===== src/rtl/lph_pkg.sv =====
// Package: types, constants and helpers for the linear probe hash table.
package lph_pkg;

    localparam int MaxSlots  = 1024;
    localparam int SlotW     = $clog2(MaxSlots);
    localparam int SizeW     = SlotW + 1;
    localparam int KeyBytes  = 8;
    localparam int KeyW      = 64;
    localparam int ValW      = 64;
    localparam int HashW     = 64;
    localparam int QDepth    = 2;
    localparam logic [7:0] CaseBit = 8'd32;

    typedef enum logic [2:0] {
        ACT_INSERT = 3'd0,
        ACT_SEARCH = 3'd1,
        ACT_ERASE  = 3'd2,
        ACT_FIRST  = 3'd3,
        ACT_NEXT   = 3'd4
    } action_t;

    localparam logic [2:0] ST_DONE     = 3'd0;
    localparam logic [2:0] ST_NOTFOUND = 3'd1;
    localparam logic [2:0] ST_DUP      = 3'd2;
    localparam logic [2:0] ST_FULL     = 3'd3;
    localparam logic [2:0] ST_NOMORE   = 3'd4;

    localparam logic [1:0] MARK_EMPTY   = 2'd0;
    localparam logic [1:0] MARK_VALID   = 2'd1;
    localparam logic [1:0] MARK_DELETED = 2'd2;

    typedef struct packed {
        logic [2:0]      action;
        logic [KeyW-1:0] key;
        logic [ValW-1:0] value;
    } req_t;

    typedef struct packed {
        logic [2:0]       status;
        logic [SlotW-1:0] slot;
        logic [KeyW-1:0]  found_key;
        logic [ValW-1:0]  found_value;
        logic [SizeW-1:0] count;
    } rsp_t;

    // front to back: normalised request with its hash
    typedef struct packed {
        logic [2:0]       action;
        logic [KeyW-1:0]  key;
        logic [ValW-1:0]  value;
        logic [HashW-1:0] hash;
    } job_t;

    function automatic logic [KeyW-1:0] norm_key(input logic [KeyW-1:0] k);
        logic [KeyW-1:0] r;
        logic            live;
        r    = '0;
        live = 1'b1;
        for (int i = 0; i < KeyBytes; i++) begin
            if (k[8*i +: 8] == 8'd0) live = 1'b0;
            if (live) r[8*i +: 8] = k[8*i +: 8];
        end
        return r;
    endfunction

    function automatic logic [7:0] lower(input logic [7:0] b);
        return (b >= 8'h41 && b <= 8'h5A) ? b + CaseBit : b;
    endfunction

endpackage


===== src/rtl/lph_queue.sv =====
// Short FIFO between front and back end.
module lph_queue (
    input  logic          clk,
    input  logic          rst_n,
    input  lph_pkg::job_t wr_data,
    input  logic          wr_en,
    output logic          full,
    output lph_pkg::job_t rd_data,
    output logic          rd_valid,
    input  logic          rd_en
);
    import lph_pkg::*;

    localparam int PW = $clog2(QDepth);

    job_t          q_reg [QDepth];
    logic [PW-1:0] wp_reg, rp_reg;
    logic [PW:0]   n_reg;

    assign full     = (n_reg == (PW+1)'(QDepth));
    assign rd_valid = (n_reg != '0);
    assign rd_data  = q_reg[rp_reg];

    always_ff @(posedge clk or negedge rst_n)
    begin
        if (!rst_n)
        begin
            wp_reg <= '0;
            rp_reg <= '0;
            n_reg  <= '0;
        end
        else
        begin
            if (wr_en && !full) wp_reg <= wp_reg + 1'b1;
            if (rd_en && rd_valid) rp_reg <= rp_reg + 1'b1;
            n_reg <= n_reg + (PW+1)'(wr_en && !full) - (PW+1)'(rd_en && rd_valid);
        end
    end

    always_ff @(posedge clk)
    begin
        if (wr_en && !full) q_reg[wp_reg] <= wr_data;
    end
endmodule


===== config.mk =====
export PLATFORM = sky130hd
export DESIGN_NAME = lph_queue
export DESIGN_NICKNAME = d
export VERILOG_FILES = /design/src/rtl/lph_pkg.sv /design/src/rtl/lph_queue.sv
export SDC_FILE = /design/constraint.sdc
export NUM_CORES = 1
export LEC_CHECK = 0
export BUFFER_PORTS_ARGS = -buffer_cell sky130_fd_sc_hd__buf_2
export CORE_MARGIN = 3
export CORE_UTILIZATION = 25
export CTS_BUF_LIST = sky130_fd_sc_hd__clkbuf_4
export DETAILED_ROUTE_END_ITERATION = 6
export PLACE_DENSITY = 0.51
export SLEW_MARGIN = 20
export SYNTH_ARGS = -nofsm -noshare
export SYNTH_HDL_FRONTEND = slang
export SYNTH_SLANG_ARGS = --single-unit

===== constraint.sdc =====
create_clock -name clk -period 11.5 [get_ports clk]
set_clock_uncertainty 0.15 [all_clocks]
set_input_delay 1.15 -clock clk [delete_from_list [all_inputs] [get_ports clk]]
set_output_delay 1.15 -clock clk [all_outputs]
set_load 0.03 [all_outputs]

==> reports/results.ini <==
[run_status]
outcome=finished clean

[global_route]
grt_max_degree=68
gr-usage-met2=0.1734
grt_overflow=0
grtUsageMet1=0.1148
grt_pass1_wl_microns=49350
grt.total_usage=0.1043
use_met3=0.03960
antenna_found_initial=6
grt-busiest-layer=met2
grt_pass1_vias=8266

[critical_path]
max_stage_delay_ns=0.85
cp_cell_sequence=buf_4 -> mux2_2 -> buf_2
critPathKind=register to output port
endpoint_kind=output port
cp_max_fo=57
worstPathRequired_ns=10.20
slowest_stage=buf_4
crit_path_start_kind=register
arrival_ns=3.21

[sta]
maxSlewHeadroom=0.3143
rsz0062_at_grt=no
tightest_slew_ns=1.028
layout_min_cycle_time_ns=4.512
final.setup.tns_ns=0
final.setup.worst_slack_ns=6.988
hold_violations=0
fin_crit_sh=0.3923
slew_viol_final=0
fmax_ghz=0.2216
setup_viol=0

[synthesis]
yosysUniqueCellTypes=16
synth_fp_nets=826
ys_seq_area_frac=0.7954
syn_area_sq_mm=0.01485
synthCells=625
avgSynthCellArea_sq_um=23.76
ys_ff_latch=394
ys_warn_count=0

[clock_network]
cts_sinks=394
clock-root-buffer=clkbuf_4
htreeDepth=3
insertion_delay_ns=0.81
cts_made_buffers=110
cts_tree=built
clk_pin_slew_ns=0.06
cts_setup_buffers=0
cts_max_path_buffers=3
cts.repair.resized=0
hold_buffers=1

[floorplan]
die_area_sq_mm=0.06236
start_util=0.2549
die_x_microns=249.7
pin_count=396
num_rows=88
coreArea_sq_mm=0.05825
die_h_microns=249.7

[cells_and_area]
final_common_cell=buf_2
layout_common_cells=395 x buf_2, 390 x edfxtp_1, 169 x clkbuf_4
areaGrowthSynthToFinish_pct=28.94
final_util=0.3287
regArea_sq_mm=0.01182
multi_input_area_sq_mm=0.002826
fillCellCount=5753
largest_reg_flops=390
finalNetCount=1321
finalNonFillerCells=1983
drive_gt1_frac=0.6480

[pwr]
power_frac_seq=0.386
p_comb_frac=0.372
p_leak_nw=7.575
pwr-share-clk=0.242
total_power_mw=5.343
p_switching_mw=1.933
power_density_mw_per_mm2=279.1
p_sw_frac=0.3617
max-vdd-ir-drop_mv=0.2116
p_int_mw=3.410

[detailed_routing]
routed_via_density=3.890
via_count=7714
wl_microns=33250
wire_per_inst_microns=16.77
route.detailed.drc=0
postRouteAntennaNets=0
dr.pass1.iters=4
first_iter_violations=257

[flow_run]
maxCapViolations=0

[placement]
dp_hpwl_microns=21740
pre_cts_ws_ns=7.480
finalWeightedCongestion=0.6946
dp_cells=1772
io_buffers=395

[worst_hold_path]
hp-class=register to register

worst paths after layout:
check | from | endpoint | slack [ns] | cells past startpoint
worst max-delay path | rp_reg | rd_data[15] | 6.99 | 3
worst min-delay path | n_reg[1] | n_reg[1] | 0.34 | 1
worst max register to register | n_reg[1] | q_reg[0][145] | 8.20 | 5
worst min register to register | n_reg[1] | n_reg[1] | 0.34 | 1
max in group asynchronous | rst_n | rp_reg | 10.51 | 2
min in group asynchronous | rst_n | n_reg[1] | 0.53 | 2
cells by family after synthesis:
kind of cell / count (synthesis) / share of synthesized area
XOR/XNOR: 4 / 0.002360
adder cells (fa/ha/maj): 2 / 0.001685
buffers and inverters: 24 / 0.01508
flip-flops: 394 / 0.7954
multiplexers: 195 / 0.1833
AND/OR/NAND/NOR: 6 / 0.002191
per-layer routing:
layer,up-vias,part of all wire
met3,62,0.080
met5,-,0.00039
met1,3782,0.39
li1,3575,-
met2,293,0.50
met4,2,0.030
synthesized netlist by cell type:
cell        n  area, sq um
and2_1      1        6.260
and3_1      1        6.260
buf_2       5        25.02
buf_6      17        191.4
dfrtp_1     4        100.1
edfxtp_1  390        11710
ha_1        2        25.02
inv_1       2        7.510
mux2_2     55        619.3
mux2_4    140         2102
nand2_1     1        3.750
nand2b_1    1        6.260
nor2_1      1        3.750
or2_2       1        6.260
xnor2_1     3        26.28
xor2_1      1        8.760
power groups by stage:
stage	sequential [mW]	combinational, mW	clock [mW]
finish	2.06	1.99	1.29
global route	2.09	2.10	1.45
CTS	2.07	2.03	1.37
detailed placement	2.10	2.03	0
global placement	2.09	2.03	0
floorplan	2.14	1.55	0
final cells by class:
| cell class | count | area share |
|---|---|---|
| clock inverters | 36 | 0.01072 |
| multi-input cells | 207 | 0.1476 |
| well taps | 765 | 0.04999 |
| diodes | 5 | 0.0006535 |
| clock buffers | 169 | 0.06626 |
| repair buffers | 405 | 0.1073 |
| inverters | 2 | 0.0003921 |
| flip-flops and latches | 394 | 0.6171 |
worst max-delay path: cells and delay by family, from the launching register on:
family | cells | cell delay [ns]
mux | 1 | 0.43
buf+inv | 2 | 1.04
flops | 1 | 0.82
metrics by stage:
stage,hold WS [ns],cell area (sq um)
floorplan,0.3104,14850
global placement,0.3273,17650
detailed placement,0.3386,17650
CTS,0.1821,19130
global route,0.2289,19140
finish,0.3411,19150
Power figures use the tool's default switching activity.
