--- config.mk ---
export PLATFORM = sky130hd
export DESIGN_NAME = lph_front
export DESIGN_NICKNAME = d
export VERILOG_FILES = /design/src/rtl/lph_pkg.sv /design/src/rtl/lph_front.sv
export SDC_FILE = /design/constraint.sdc
export NUM_CORES = 1
export LEC_CHECK = 0
export ABC_CLOCK_PERIOD_IN_PS = 9360
export BUFFER_PORTS_ARGS = -buffer_cell sky130_fd_sc_hd__clkbuf_2
export CORE_AREA = 2 2 158 160
export CTS_CLUSTER_DIAMETER = 30
export DETAILED_ROUTE_END_ITERATION = 8
export DIE_AREA = 0 0 160 162
export GPL_TIMING_DRIVEN = 0
export PLACE_DENSITY = 0.85
export SLEW_MARGIN = 10
export SYNTH_ARGS = -nofsm -noshare
export SYNTH_HDL_FRONTEND = slang
export SYNTH_SLANG_ARGS = --single-unit
--- constraint.sdc ---
create_clock -name clk -period 9.36 [get_ports clk]
set_input_delay 0 -clock clk [delete_from_list [all_inputs] [get_ports clk]]
set_output_delay 0 -clock clk [all_outputs]
set_load 0.05 [all_outputs]
--- src/rtl/lph_pkg.sv ---
// Package: types, constants and helpers for the linear probe hash table.
package lph_pkg;

    localparam int MaxSlots  = 1024;
    localparam int SlotW     = $clog2(MaxSlots);
    localparam int SizeW     = SlotW + 1;
    localparam int KeyBytes  = 8;
    localparam int KeyW      = 64;
    localparam int ValW      = 64;
    localparam int HashW     = 64;
    localparam int QDepth    = 2;
    localparam logic [7:0] CaseBit = 8'd32;

    typedef enum logic [2:0] {
        ACT_INSERT = 3'd0,
        ACT_SEARCH = 3'd1,
        ACT_ERASE  = 3'd2,
        ACT_FIRST  = 3'd3,
        ACT_NEXT   = 3'd4
    } action_t;

    localparam logic [2:0] ST_DONE     = 3'd0;
    localparam logic [2:0] ST_NOTFOUND = 3'd1;
    localparam logic [2:0] ST_DUP      = 3'd2;
    localparam logic [2:0] ST_FULL     = 3'd3;
    localparam logic [2:0] ST_NOMORE   = 3'd4;

    localparam logic [1:0] MARK_EMPTY   = 2'd0;
    localparam logic [1:0] MARK_VALID   = 2'd1;
    localparam logic [1:0] MARK_DELETED = 2'd2;

    typedef struct packed {
        logic [2:0]      action;
        logic [KeyW-1:0] key;
        logic [ValW-1:0] value;
    } req_t;

    typedef struct packed {
        logic [2:0]       status;
        logic [SlotW-1:0] slot;
        logic [KeyW-1:0]  found_key;
        logic [ValW-1:0]  found_value;
        logic [SizeW-1:0] count;
    } rsp_t;

    // front to back: normalised request with its hash
    typedef struct packed {
        logic [2:0]       action;
        logic [KeyW-1:0]  key;
        logic [ValW-1:0]  value;
        logic [HashW-1:0] hash;
    } job_t;

    function automatic logic [KeyW-1:0] norm_key(input logic [KeyW-1:0] k);
        logic [KeyW-1:0] r;
        logic            live;
        r    = '0;
        live = 1'b1;
        for (int i = 0; i < KeyBytes; i++) begin
            if (k[8*i +: 8] == 8'd0) live = 1'b0;
            if (live) r[8*i +: 8] = k[8*i +: 8];
        end
        return r;
    endfunction

    function automatic logic [7:0] lower(input logic [7:0] b);
        return (b >= 8'h41 && b <= 8'h5A) ? b + CaseBit : b;
    endfunction

endpackage

--- src/rtl/lph_front.sv ---
// Front end: accepts requests, normalises the key and hashes it byte by byte.
module lph_front (
    input  logic          clk,
    input  logic          rst_n,
    input  lph_pkg::req_t req,
    input  logic          req_valid,
    output logic          req_stall,
    output lph_pkg::job_t job,
    output logic          job_valid,
    input  logic          job_full
);
    import lph_pkg::*;

    localparam int BW = $clog2(KeyBytes + 1);

    logic             busy_reg, busy_next;
    logic             done_reg, done_next;
    logic [BW-1:0]    idx_reg, idx_next;
    job_t             job_reg, job_next;
    logic [7:0]       b;

    assign req_stall = busy_reg;
    assign job_valid = done_reg;
    assign job       = job_reg;

    always_comb
    begin
        busy_next = busy_reg;
        done_next = done_reg;
        idx_next  = idx_reg;
        job_next  = job_reg;
        b         = job_reg.key[8*idx_reg[BW-1:0] +: 8];
        if (done_reg && !job_full)
        begin
            done_next = 1'b0;
            busy_next = 1'b0;
        end
        if (!busy_reg && req_valid)
        begin
            busy_next       = 1'b1;
            idx_next        = '0;
            job_next.action = req.action;
            job_next.key    = norm_key(req.key);
            job_next.value  = req.value;
            job_next.hash   = '0;
        end
        else if (busy_reg && !done_reg)
        begin
            // one key byte a cycle; stop at the terminator
            if (idx_reg == BW'(KeyBytes) || b == 8'd0)
                done_next = 1'b1;
            else
            begin
                job_next.hash = (job_reg.hash << 5) + job_reg.hash
                                + HashW'(lower(b));
                idx_next      = idx_reg + 1'b1;
            end
        end
    end

    always_ff @(posedge clk or negedge rst_n)
    begin
        if (!rst_n)
        begin
            busy_reg <= 1'b0;
            done_reg <= 1'b0;
        end
        else
        begin
            busy_reg <= busy_next;
            done_reg <= done_next;
        end
    end

    always_ff @(posedge clk)
    begin
        idx_reg <= idx_next;
        job_reg <= job_next;
    end
endmodule

==> results of run 1 <==
## cells by family (layout without fill, tap and decap cells)
kind of cell    Yosys count  in the layout  synth area share
compound gates          300            300            0.1620
other cells               0             14                 0
mux                      24             24           0.03638
fa+ha+maj               129            129            0.1354
flops                   201            201            0.4403
xor+xnor                 59             59           0.04257
buf+inv                  96            648           0.03463
simple gates            355            355            0.1486
## worst min path at each step
stage                 start                     to  slack (ns)
detailed placement    rst_n  req_stall$_DFFE_PN0P_       -0.21
CTS                  req[0]      job[64]$_DFFE_PP_        0.16
finish              req[43]     job[107]$_DFFE_PP_        0.15
global route        req[16]      job[80]$_DFFE_PP_        0.16
global placement      rst_n  req_stall$_DFFE_PN0P_       -0.21
floorplan             rst_n    job_valid$_DFF_PN0_       -0.30
## cell type report
cell class / instances / share of cell area
antenna: 14 / 0.002029
buffer: 72 / 0.01935
clock buffer: 54 / 0.06964
clock inverter: 30 / 0.02464
inverter: 24 / 0.005217
multi-input combinational: 867 / 0.3691
sequential: 201 / 0.3096
tap: 324 / 0.02348
timing repair buffer: 468 / 0.1770
## stage by stage
stage | utilization | area (um^2) | total power, mW | worst slack [ns] | std cells
after global routing | 0.7158 | 17250 | 7.380 | 3.099 | 2049
after CTS | 0.7148 | 17230 | 6.767 | 3.782 | 2040
after floorplan | - | 12140 | 4.125 | 4.101 | 1164
after global placement | 0.5891 | 14200 | 4.889 | 2.755 | 1819
after detailed placement | 0.5912 | 14250 | 4.983 | 3.817 | 1821
final | 0.7163 | 17270 | 7.068 | 3.333 | 2054
## repair_timing
item | in CTS | in global routing
hold endpoints to repair | 139 | 0
setup endpoints to repair | 0 | 0
hold buffers | 135 | 0
## layer usage
metal	GRT usage	up-vias	routed length (um)
met4	0.2125	0	4187
met2	0.6208	1199	23680
met5	0	-	0
met1	0.4005	5849	16810
li1	-	5399	-
met3	0.1175	368	6522
## layout by cell type, fill, tap and decap left out, drive strengths merged, types with 27 or more instances in the layout
master / count
nor2: 71
xor2: 27
inv: 29
nand2: 71
dfxtp: 68
xnor2: 32
dlygate4sd3: 135
clkbuf: 431
nand3: 64
edfxtp: 131
a21oi: 88
o21ai: 79
and2: 62
buf: 28
ha: 125
a21o: 44
## where the power goes
group	switching [mW]	internal, mW
sequential	0.261	1.22
combinational	2.63	1.22
clock	0.596	1.15
==> results.sh, run 1 <==
export IMPL_status="complete, no violations"
export IMPL_worstSetupEndpointType="flip-flop"
export IMPL_drt_vias_per_instance=6.239
export IMPL_max_freq_mhz=165.9
export IMPL_grt_pass1_wl_mm=72.98
export IMPL_root_buffer="clkbuf_16"
export IMPL_grt_pass1_vias=12700
export IMPL_first_iter_violations=1739
export IMPL_cp_depth=23
export IMPL_die_y_um=162
export IMPL_drv_slew=0
export IMPL_crit_start="idx_reg[2]$_SDFFE_PP0P_"
export IMPL_hp_class="input pin to flip-flop"
export IMPL_worstSetupEndpoint="job[50]$_SDFFE_PP0P_"
export IMPL_holdPathStages=2
export IMPL_crit_top_cell="nor2_1"
export IMPL_multi_input_comb_area_um2=6374
export IMPL_die_x_um=160
export IMPL_ys_flop_type="edfxtp_1"
export IMPL_async_reset_ff_frac=0.009950
export IMPL_worstSkewPairLatency_ns=0.55
export IMPL_max_vdd_ir_drop_mv=0.3101
export IMPL_pin_count=332
export IMPL_slowest_delay_ns=0.53
export IMPL_gr_total_overflow=0
export IMPL_die_area_um2=25920
export IMPL_wl_per_cell_um=24.93
export IMPL_start_util=0.5036
export IMPL_area_growth_pct=42.24
export IMPL_setup_tns_ns=0
export IMPL_grt_max_degree=61
export IMPL_worstPathArrival_ns=6.46
export IMPL_antenna_found_initial=8
export IMPL_p_leak_nw=7.827
export IMPL_gp_congestion=0.9065
export IMPL_syn_num_nets=1428
export IMPL_finalSetupViolCount=0
export IMPL_worst_slew_pin_slew_ns=1.418
export IMPL_slew_headroom=0.04565
export IMPL_drtPass1Iterations=6
export IMPL_maxCapViolCount=0
export IMPL_fin_crit_ns=6.027
export IMPL_synthCells=1164
export IMPL_reg2reg_depth=23
export IMPL_ys_warn_count=0
export IMPL_cp_max_fo=10
export IMPL_cts_tree="built"
export IMPL_seqCellArea_um2=5345
export IMPL_dp_hpwl_mm=29.14
export IMPL_period_share=0.6439
export IMPL_vias=12820
export IMPL_critPathSlowestCell="o31ai_2"
export IMPL_drive_gt1_frac=0.2780
export IMPL_ant_nets=0
export IMPL_yosysMostFrequentCell="edfxtp_1"
export IMPL_cellPowerDensity_nw_per_um2=409.3
export IMPL_n_fill_cell=1601
export IMPL_path_buf_inv=3
export IMPL_synth_edf_count=131
export IMPL_num_rows=57
export IMPL_cts_max_path_buffers=3
export IMPL_groute_usage_overall=0.3639
export IMPL_postRouteWirelength_mm=51.20
export IMPL_crit_required_ns=9.79
export IMPL_synth_avg_cell_area_um2=10.43
export IMPL_netlist_area_um2=12140
export IMPL_ys_seq_area_frac=0.4403
export IMPL_crit_path_start_kind="flip-flop"
export IMPL_final_nets=1944
export IMPL_clock_skew_ns=0.04841
export IMPL_cts_sinks=201
export IMPL_cts_made_buffers=46
export IMPL_ys_top_cells_by_count="edfxtp_1, ha_1, a21oi_1, nand2_1, nor2_1"
export IMPL_hold_slack_ns=0.1525
export IMPL_cp_top_family="compound AO/OA/AOI/OAI gates"
export IMPL_largest_reg_flops=195
export IMPL_path_cells="buf_2, buf_2, mux4_2, mux2i_1, nor2_1, nor2_1, nand2_1, nand3_1, a31oi_1, nor2_1, fa_1, inv_1, ha_1, nand3_1, o22ai_1, o21ai_0, o21ai_0, a21boi_2, o31ai_2, a31oi_1, nor2b_1, nor3_1, o31ai_1"
export IMPL_path_class="flip-flop to flip-flop"
export IMPL_core_area_um2=24110
export IMPL_finalHoldViolations=0
export IMPL_reg2reg_from="idx_reg[2]$_SDFFE_PP0P_"
export IMPL_h_tree_depth=2
export IMPL_port_buffers=331
export IMPL_yosys_area_top_type_share=0.3241
export IMPL_ys_top_cells_by_area="edfxtp_1, ha_1, dfxtp_1"
export IMPL_reg2reg_slack_ns=3.33
export IMPL_path_clk_slew_ns=0.06
export IMPL_yosysTopAreaCell="edfxtp_1"
export IMPL_drc=0
export IMPL_synth_seq_cells=201
export IMPL_cts_resized=0
export IMPL_post_cts_setup_buffers=0
export IMPL_ys_types=77
export IMPL_grt_setup_unrepaired="false"
export IMPL_reg2reg_to="job[50]$_SDFFE_PP0P_"
(Power assumes the default switching activity.)
==> inputs of run 2 (changes only) <==
--- a/config.mk
+++ b/config.mk
@@ -5,12 +5,13 @@
 export SDC_FILE = /design/constraint.sdc
 export NUM_CORES = 1
 export LEC_CHECK = 0
-export ABC_CLOCK_PERIOD_IN_PS = 9360
+export ABC_AREA = 1
+export ABC_CLOCK_PERIOD_IN_PS = 4800
 export BUFFER_PORTS_ARGS = -buffer_cell sky130_fd_sc_hd__clkbuf_2
-export CORE_AREA = 2 2 158 160
+export CORE_AREA = 2 2 175 177
 export CTS_CLUSTER_DIAMETER = 30
 export DETAILED_ROUTE_END_ITERATION = 8
-export DIE_AREA = 0 0 160 162
+export DIE_AREA = 0 0 177 179
 export GPL_TIMING_DRIVEN = 0
 export PLACE_DENSITY = 0.85
 export SLEW_MARGIN = 10
==> constraint.sdc (replaced) <==
create_clock -name clk -period 4.8 [get_ports clk]
set_input_delay 0 -clock clk [delete_from_list [all_inputs] [get_ports clk]]
set_output_delay 0 -clock clk [all_outputs]
set_load 0.05 [all_outputs]
==> results.sh, run 2 <==
export IMPL_ys_types=37
export IMPL_root_buffer="clkbuf_16"
export IMPL_start_util=0.4914
export IMPL_ys_flop_type="edfxtp_1"
export IMPL_cp_max_fo=10
export IMPL_setup_tns_ns=0
export IMPL_synth_edf_count=131
export IMPL_worstSetupEndpointType="flip-flop"
export IMPL_h_tree_depth=2
export IMPL_cts_tree="built"
export IMPL_area_growth_pct=35.34
export IMPL_hp_class="input pin to flip-flop"
export IMPL_die_y_um=179
export IMPL_ys_seq_area_frac=0.3622
export IMPL_grt_pass1_wl_mm=93.16
export IMPL_netlist_area_um2=14760
export IMPL_synth_seq_cells=201
export IMPL_vias=16890
export IMPL_drt_vias_per_instance=5.387
export IMPL_drive_gt1_frac=0.1674
export IMPL_gr_total_overflow=0
export IMPL_reg2reg_slack_ns=0.16
export IMPL_cts_sinks=201
export IMPL_finalSetupViolCount=0
export IMPL_ys_warn_count=0
export IMPL_synth_simple_area_share=0.3386
export IMPL_period_share=0.9657
export IMPL_wl_per_cell_um=19.98
export IMPL_maxCapViolCount=0
export IMPL_die_area_um2=31680
export IMPL_worstSkewPairLatency_ns=0.59
export IMPL_synth_xor_area_share=0.02018
export IMPL_fin_crit_ns=4.636
export IMPL_slew_headroom=0.4521
export IMPL_largest_reg_flops=195
export IMPL_reg2reg_from="idx_reg[0]$_SDFFE_PP0P_"
export IMPL_worstPathArrival_ns=5.09
export IMPL_path_clk_slew_ns=0.05
export IMPL_gp_congestion=0.9991
export IMPL_final_common_cell="nand2_1"
export IMPL_first_iter_violations=2001
export IMPL_antenna_found_initial=2
export IMPL_synth_mux_area_frac=0
export IMPL_num_rows=64
export IMPL_synthCells=2182
export IMPL_worstHoldStart="req_valid"
export IMPL_port_buffers=331
export IMPL_drv_slew=0
export IMPL_min_to="job[51]$_SDFFE_PP0P_"
export IMPL_worst_slew_pin_slew_ns=0.8218
export IMPL_pin_count=332
export IMPL_core_area_um2=30030
export IMPL_status="complete, no violations"
export IMPL_final_nets=2961
export IMPL_ys_top_cells_by_count="nand2_1, inv_1, nor2_1, edfxtp_1, ha_1"
export IMPL_ys_top_cells_by_area="edfxtp_1, nand2_1, inv_1"
export IMPL_clock_skew_ns=0.03982
export IMPL_synth_compound_area_share=0.04325
export IMPL_synth_fa_ha_area_frac=0.1114
export IMPL_cts_made_buffers=47
export IMPL_crit_required_ns=5.26
export IMPL_crit_path_start_kind="flip-flop"
export IMPL_yosysMostFrequentCell="nand2_1"
export IMPL_synth_avg_cell_area_um2=6.762
export IMPL_die_x_um=177
export IMPL_yosys_area_top_type_share=0.2666
export IMPL_postRouteWirelength_mm=62.62
export IMPL_cts_max_path_buffers=3
export IMPL_hold_slack_ns=0.04882
export IMPL_max_freq_mhz=215.7
export IMPL_path_class="flip-flop to flip-flop"
export IMPL_reg2reg_depth=25
export IMPL_syn_num_nets=2446
export IMPL_groute_usage_overall=0.3900
export IMPL_async_reset_ff_frac=0.009950
export IMPL_reg2reg_to="job[58]$_SDFFE_PP0P_"
export IMPL_n_fill_cell=2427
export IMPL_post_cts_setup_buffers=0
export IMPL_layout_common_cells="nand2_1, inv_1, clkbuf_2"
export IMPL_drtPass1Iterations=6
export IMPL_drc=0
export IMPL_synth_top_family_by_area="simple AND/OR/NAND/NOR gates"
export IMPL_holdPathStages=6
export IMPL_grt_setup_unrepaired="false"
export IMPL_grt_pass1_vias=16740
export IMPL_dp_hpwl_mm=43.86
export IMPL_ant_nets=0
export IMPL_grt_max_degree=72
export IMPL_finalHoldViolations=0
export IMPL_yosysTopAreaCell="edfxtp_1"
## run 2: cell types whose count changed after synthesis, sizes merged, moves of 16 or more
cell | before | now
and2 | 62 | 2
nand2 | 71 | 742
nand3 | 64 | 114
clkbuf | 46 | 21
inv | 23 | 420
mux4 | 16 | 0
o21ai | 79 | 24
xor2 | 27 | 7
a21o | 44 | 0
nor2 | 71 | 318
## run 2: worst max-delay path by stage
stage	start	end	slack, ns	cells past startpoint
6_report	idx_reg[0]$_SDFFE_PP0P_	job[58]$_SDFFE_PP0P_	0.16	25
5_1_grt	idx_reg[0]$_SDFFE_PP0P_	job[60]$_SDFFE_PP0P_	0.05	28
4_1_cts	idx_reg[0]$_SDFFE_PP0P_	job[60]$_SDFFE_PP0P_	0.37	27
3_5_place_dp	idx_reg[0]$_SDFFE_PP0P_	job[60]$_SDFFE_PP0P_	0.37	27
3_3_place_gp	idx_reg[0]$_SDFFE_PP0P_	job[60]$_SDFFE_PP0P_	0.52	27
2_1_floorplan	job[162]$_SDFFCE_PN0P_	job[40]$_SDFFE_PP0P_	1.42	24
## run 2: area by class of cell
type,count,area [um^2],area share
Multi-Input combinational cell,1516,7579,0.3795
Inverter,422,1587,0.07944
Timing Repair Buffer,466,3025,0.1515
Buffer,43,257.7,0.01291
Clock inverter,32,412.9,0.02068
Clock buffer,56,1261,0.06315
Tap cell,396,495.5,0.02481
Sequential cell,201,5345,0.2677
Antenna cell,3,7.507,0.0003759
## run 2: timing repair
action / in CTS / in global routing
setup endpoints to repair: 0 / 7
endpoints found under the hold margin: 135 / 0
resized for setup: 0 / 2
hold buffers: 134 / 0
## run 2: critical path: stages, from the launching register on
cell     delay, ns
dfxtp_1       0.35
buf_6         0.15
buf_4         0.20
nor2_1        0.09
nor2_1        0.13
o21ai_0       0.16
nand3_1       0.18
nand3_1       0.16
nand2_1       0.15
nor2_4        0.05
nand2_1       0.05
nand3_1       0.11
o21ai_1       0.30
fa_1          0.49
ha_1          0.36
nand2_1       0.11
nor2_1        0.26
nand3_1       0.14
nand3_1       0.27
nand2_1       0.09
nand3_1       0.21
nand2_1       0.19
nand2_1       0.11
nand2_1       0.05
nand2_1       0.10
a21oi_2       0.06
## run 2: routing by layer
metal  vias up  GRT usage  part of all wire
met4         0     0.2410             0.071
met2      1146     0.6509              0.46
met5         -          0                 0
li1       7812          -                 -
met1      7631     0.4475              0.36
met3       300     0.1014              0.11
## run 2: through the flow
step,cells,area (um^2),util,worst slack [ns]
floorplan,2182,14760,-,1.415
global placement,2909,16910,0.5631,0.5159
detailed placement,2910,16950,0.5643,0.3717
CTS,3132,19960,0.6647,0.3702
global route,3133,19970,0.6649,0.04719
finish,3135,19970,0.6650,0.1645
## run 2: cells by family after synthesis
logic type               after synthesis
flip-flops                           201
AO/OA/AOI/OAI                        111
AND/OR/NAND/NOR                     1242
XOR/XNOR                              34
buffers and inverters                465
adder cells (fa/ha/maj)              129
Power of run 2 is left out: the tool's default activity adds up to more than one toggle a clock period on the data nets, which glitch-free logic cannot reach.
==> inputs of run 3 (changes only) <==
==> config.mk (replaced) <==
export PLATFORM = sky130hd
export DESIGN_NAME = lph_front
export DESIGN_NICKNAME = d
export VERILOG_FILES = /design/src/rtl/lph_pkg.sv /design/src/rtl/lph_front.sv
export SDC_FILE = /design/constraint.sdc
export NUM_CORES = 1
export LEC_CHECK = 0
export ABC_CLOCK_PERIOD_IN_PS = 4800
export BUFFER_PORTS_ARGS = -buffer_cell sky130_fd_sc_hd__clkbuf_2
export CORE_AREA = 2 2 163 165
export CTS_CLUSTER_DIAMETER = 30
export DETAILED_ROUTE_END_ITERATION = 8
export DIE_AREA = 0 0 165 167
export GPL_TIMING_DRIVEN = 0
export PLACE_DENSITY = 0.84
export SLEW_MARGIN = 10
export SYNTH_ARGS = -nofsm -noshare
export SYNTH_HDL_FRONTEND = slang
export SYNTH_SLANG_ARGS = --single-unit
export TNS_END_PERCENT = 50
==> results.sh, run 3 (synthesis results as in run 1) <==
export IMPL_gp_congestion=0.9150
export IMPL_drt_vias_per_instance=5.976
export IMPL_crit_path_start_kind="flip-flop"
export IMPL_ant_nets=0
export IMPL_grt_pass1_wl_mm=69.81
export IMPL_grt_max_degree=79
export IMPL_groute_usage_overall=0.3298
export IMPL_worstSkewPairLatency_ns=0.56
export IMPL_grt_pass1_vias=12290
export IMPL_die_x_um=165
export IMPL_power_mw=14.24
export IMPL_setup_tns_ns=-4.255
export IMPL_path_class="flip-flop to flip-flop"
export IMPL_crit_required_ns=5.18
export IMPL_status="finished, violations left"
export IMPL_drv_slew=0
export IMPL_area_growth_pct=48.01
export IMPL_n_fill_cell=1739
export IMPL_gr_total_overflow=0
export IMPL_cts_tree="built"
export IMPL_worstPathArrival_ns=5.64
export IMPL_cellPowerDensity_nw_per_um2=792.8
export IMPL_path_cells="buf_12, buf_12, mux4_2, nand2_1, a21oi_1, nor3_2, nand2_2, nand3_4, a31oi_4, a21o_1, fa_2, ha_4, a211oi_2, o21a_1, or3_4, a2111oi_4, nor3_4, a31oi_4, o21ai_4, o41ai_4, xnor2_1, o21ai_1"
export IMPL_pin_count=332
export IMPL_vias=12500
export IMPL_hold_slack_ns=0.1675
export IMPL_dp_hpwl_mm=28.48
export IMPL_period_share=1.095
export IMPL_drive_gt1_frac=0.3238
export IMPL_final_nets=1982
export IMPL_violations="negative setup slack"
export IMPL_drtPass1Iterations=6
export IMPL_core_area_um2=25760
export IMPL_fin_crit_ns=5.256
export IMPL_wl_per_cell_um=22.76
export IMPL_postRouteWirelength_mm=47.61
export IMPL_finalSetupViolCount=27
export IMPL_root_buffer="clkbuf_16"
export IMPL_dp_slack_ns=-0.7000
export IMPL_dp_cells=1831
export IMPL_finalWorstSetupSlack_ns=-0.4558
export IMPL_die_area_um2=27560
export IMPL_cp_max_fo=8
export IMPL_utilization=0.6974
export IMPL_clock_skew_ns=0.04260
export IMPL_cts_max_path_buffers=3
export IMPL_port_buffers=331
export IMPL_worst_slew_pin_slew_ns=0.7216
export IMPL_max_freq_mhz=190.3
export IMPL_path_clk_slew_ns=0.06
export IMPL_layout_common_cells="clkbuf_2, dlygate4sd3_1, edfxtp_1"
export IMPL_fin_cells=2092
export IMPL_slowest_delay_ns=0.62
export IMPL_drc=0
export IMPL_hp_class="input pin to flip-flop"
export IMPL_slew_headroom=0.5189
export IMPL_seqCellArea_um2=5346
export IMPL_h_tree_depth=2
export IMPL_multi_input_comb_area_um2=6805
export IMPL_maxCapViolCount=0
export IMPL_cts_made_buffers=45
export IMPL_antenna_found_initial=2
export IMPL_worstSetupEndpointType="flip-flop"
export IMPL_num_rows=59
export IMPL_largest_reg_flops=195
export IMPL_place_area_um2=14250
export IMPL_first_iter_violations=1340
export IMPL_fin_area_um2=17970
export IMPL_grt_setup_unrepaired="true"
export IMPL_critPathSlowestCell="fa_2"
export IMPL_cts_sinks=201
export IMPL_p_leak_nw=8.110
export IMPL_finalHoldViolations=0
export IMPL_max_vdd_ir_drop_mv=0.5635
export IMPL_start_util=0.4712
export IMPL_final_common_cell="clkbuf_2"
export IMPL_die_y_um=167
run 3: path summary, 6_finish.rpt:
| check | start | endpoint | slack, ns | cells after the start |
|---|---|---|---|---|
| setup / recovery | idx_reg[0]$_SDFFE_PP0P_ | job[61]$_SDFFE_PP0P_ | -0.46 | 22 |
| hold / removal | req[32] | job[96]$_DFFE_PP_ | 0.17 | 2 |
| setup reg to reg | idx_reg[0]$_SDFFE_PP0P_ | job[61]$_SDFFE_PP0P_ | -0.46 | 22 |
| hold reg to reg | job[61]$_SDFFE_PP0P_ | job[61]$_SDFFE_PP0P_ | 0.49 | 2 |
| max in group asynchronous | rst_n | req_stall$_DFFE_PN0P_ | 4.30 | 3 |
| min in group asynchronous | rst_n | job_valid$_DFF_PN0_ | 0.37 | 3 |
run 3: metal layers:
layer / vias up / GRT usage / part of all wire
met1: 5935 / 0.3776 / 0.35
met3: 227 / 0.08667 / 0.096
met4: 0 / 0.1856 / 0.062
li1: 5471 / - / -
met5: - / 0 / 0
met2: 868 / 0.5545 / 0.49
run 3: final cells by class:
type,instances,area share
Sequential cell,201,0.2976
Clock inverter,30,0.02040
Buffer,72,0.02054
Clock buffer,53,0.06546
Tap cell,335,0.02333
Inverter,24,0.005014
Antenna cell,3,0.0004178
Timing Repair Buffer,507,0.1885
Multi-Input combinational cell,867,0.3788
run 3: power by group:
group | switching (mW) | internal, mW | total (mW)
clock network | 1.10 | 2.08 | 3.18
registers | 0.474 | 2.37 | 2.85
logic | 5.33 | 2.89 | 8.22
run 3: what timing repair did:
| item | CTS | global route |
|---|---|---|
| hold buffers | 135 | 0 |
| setup endpoints to repair | 36 | 40 |
| buffers inserted | 13 | 26 |
| pin swaps | 36 | 38 |
| gates cloned | 1 | 0 |
| gates resized for setup | 51 | 56 |
| endpoints found under the hold margin | 139 | 0 |
run 3: worst max-delay path, delay by kind of cell (launching register included):
kind                     cells  cell delay, ns
multiplexers                 1            0.55
adder cells (fa/ha/maj)      2            0.80
AND/OR/NAND/NOR              6            1.06
AO/OA/AOI/OAI               10            1.92
XOR/XNOR                     1            0.18
flip-flops                   1            0.34
buffers and inverters        2            0.27
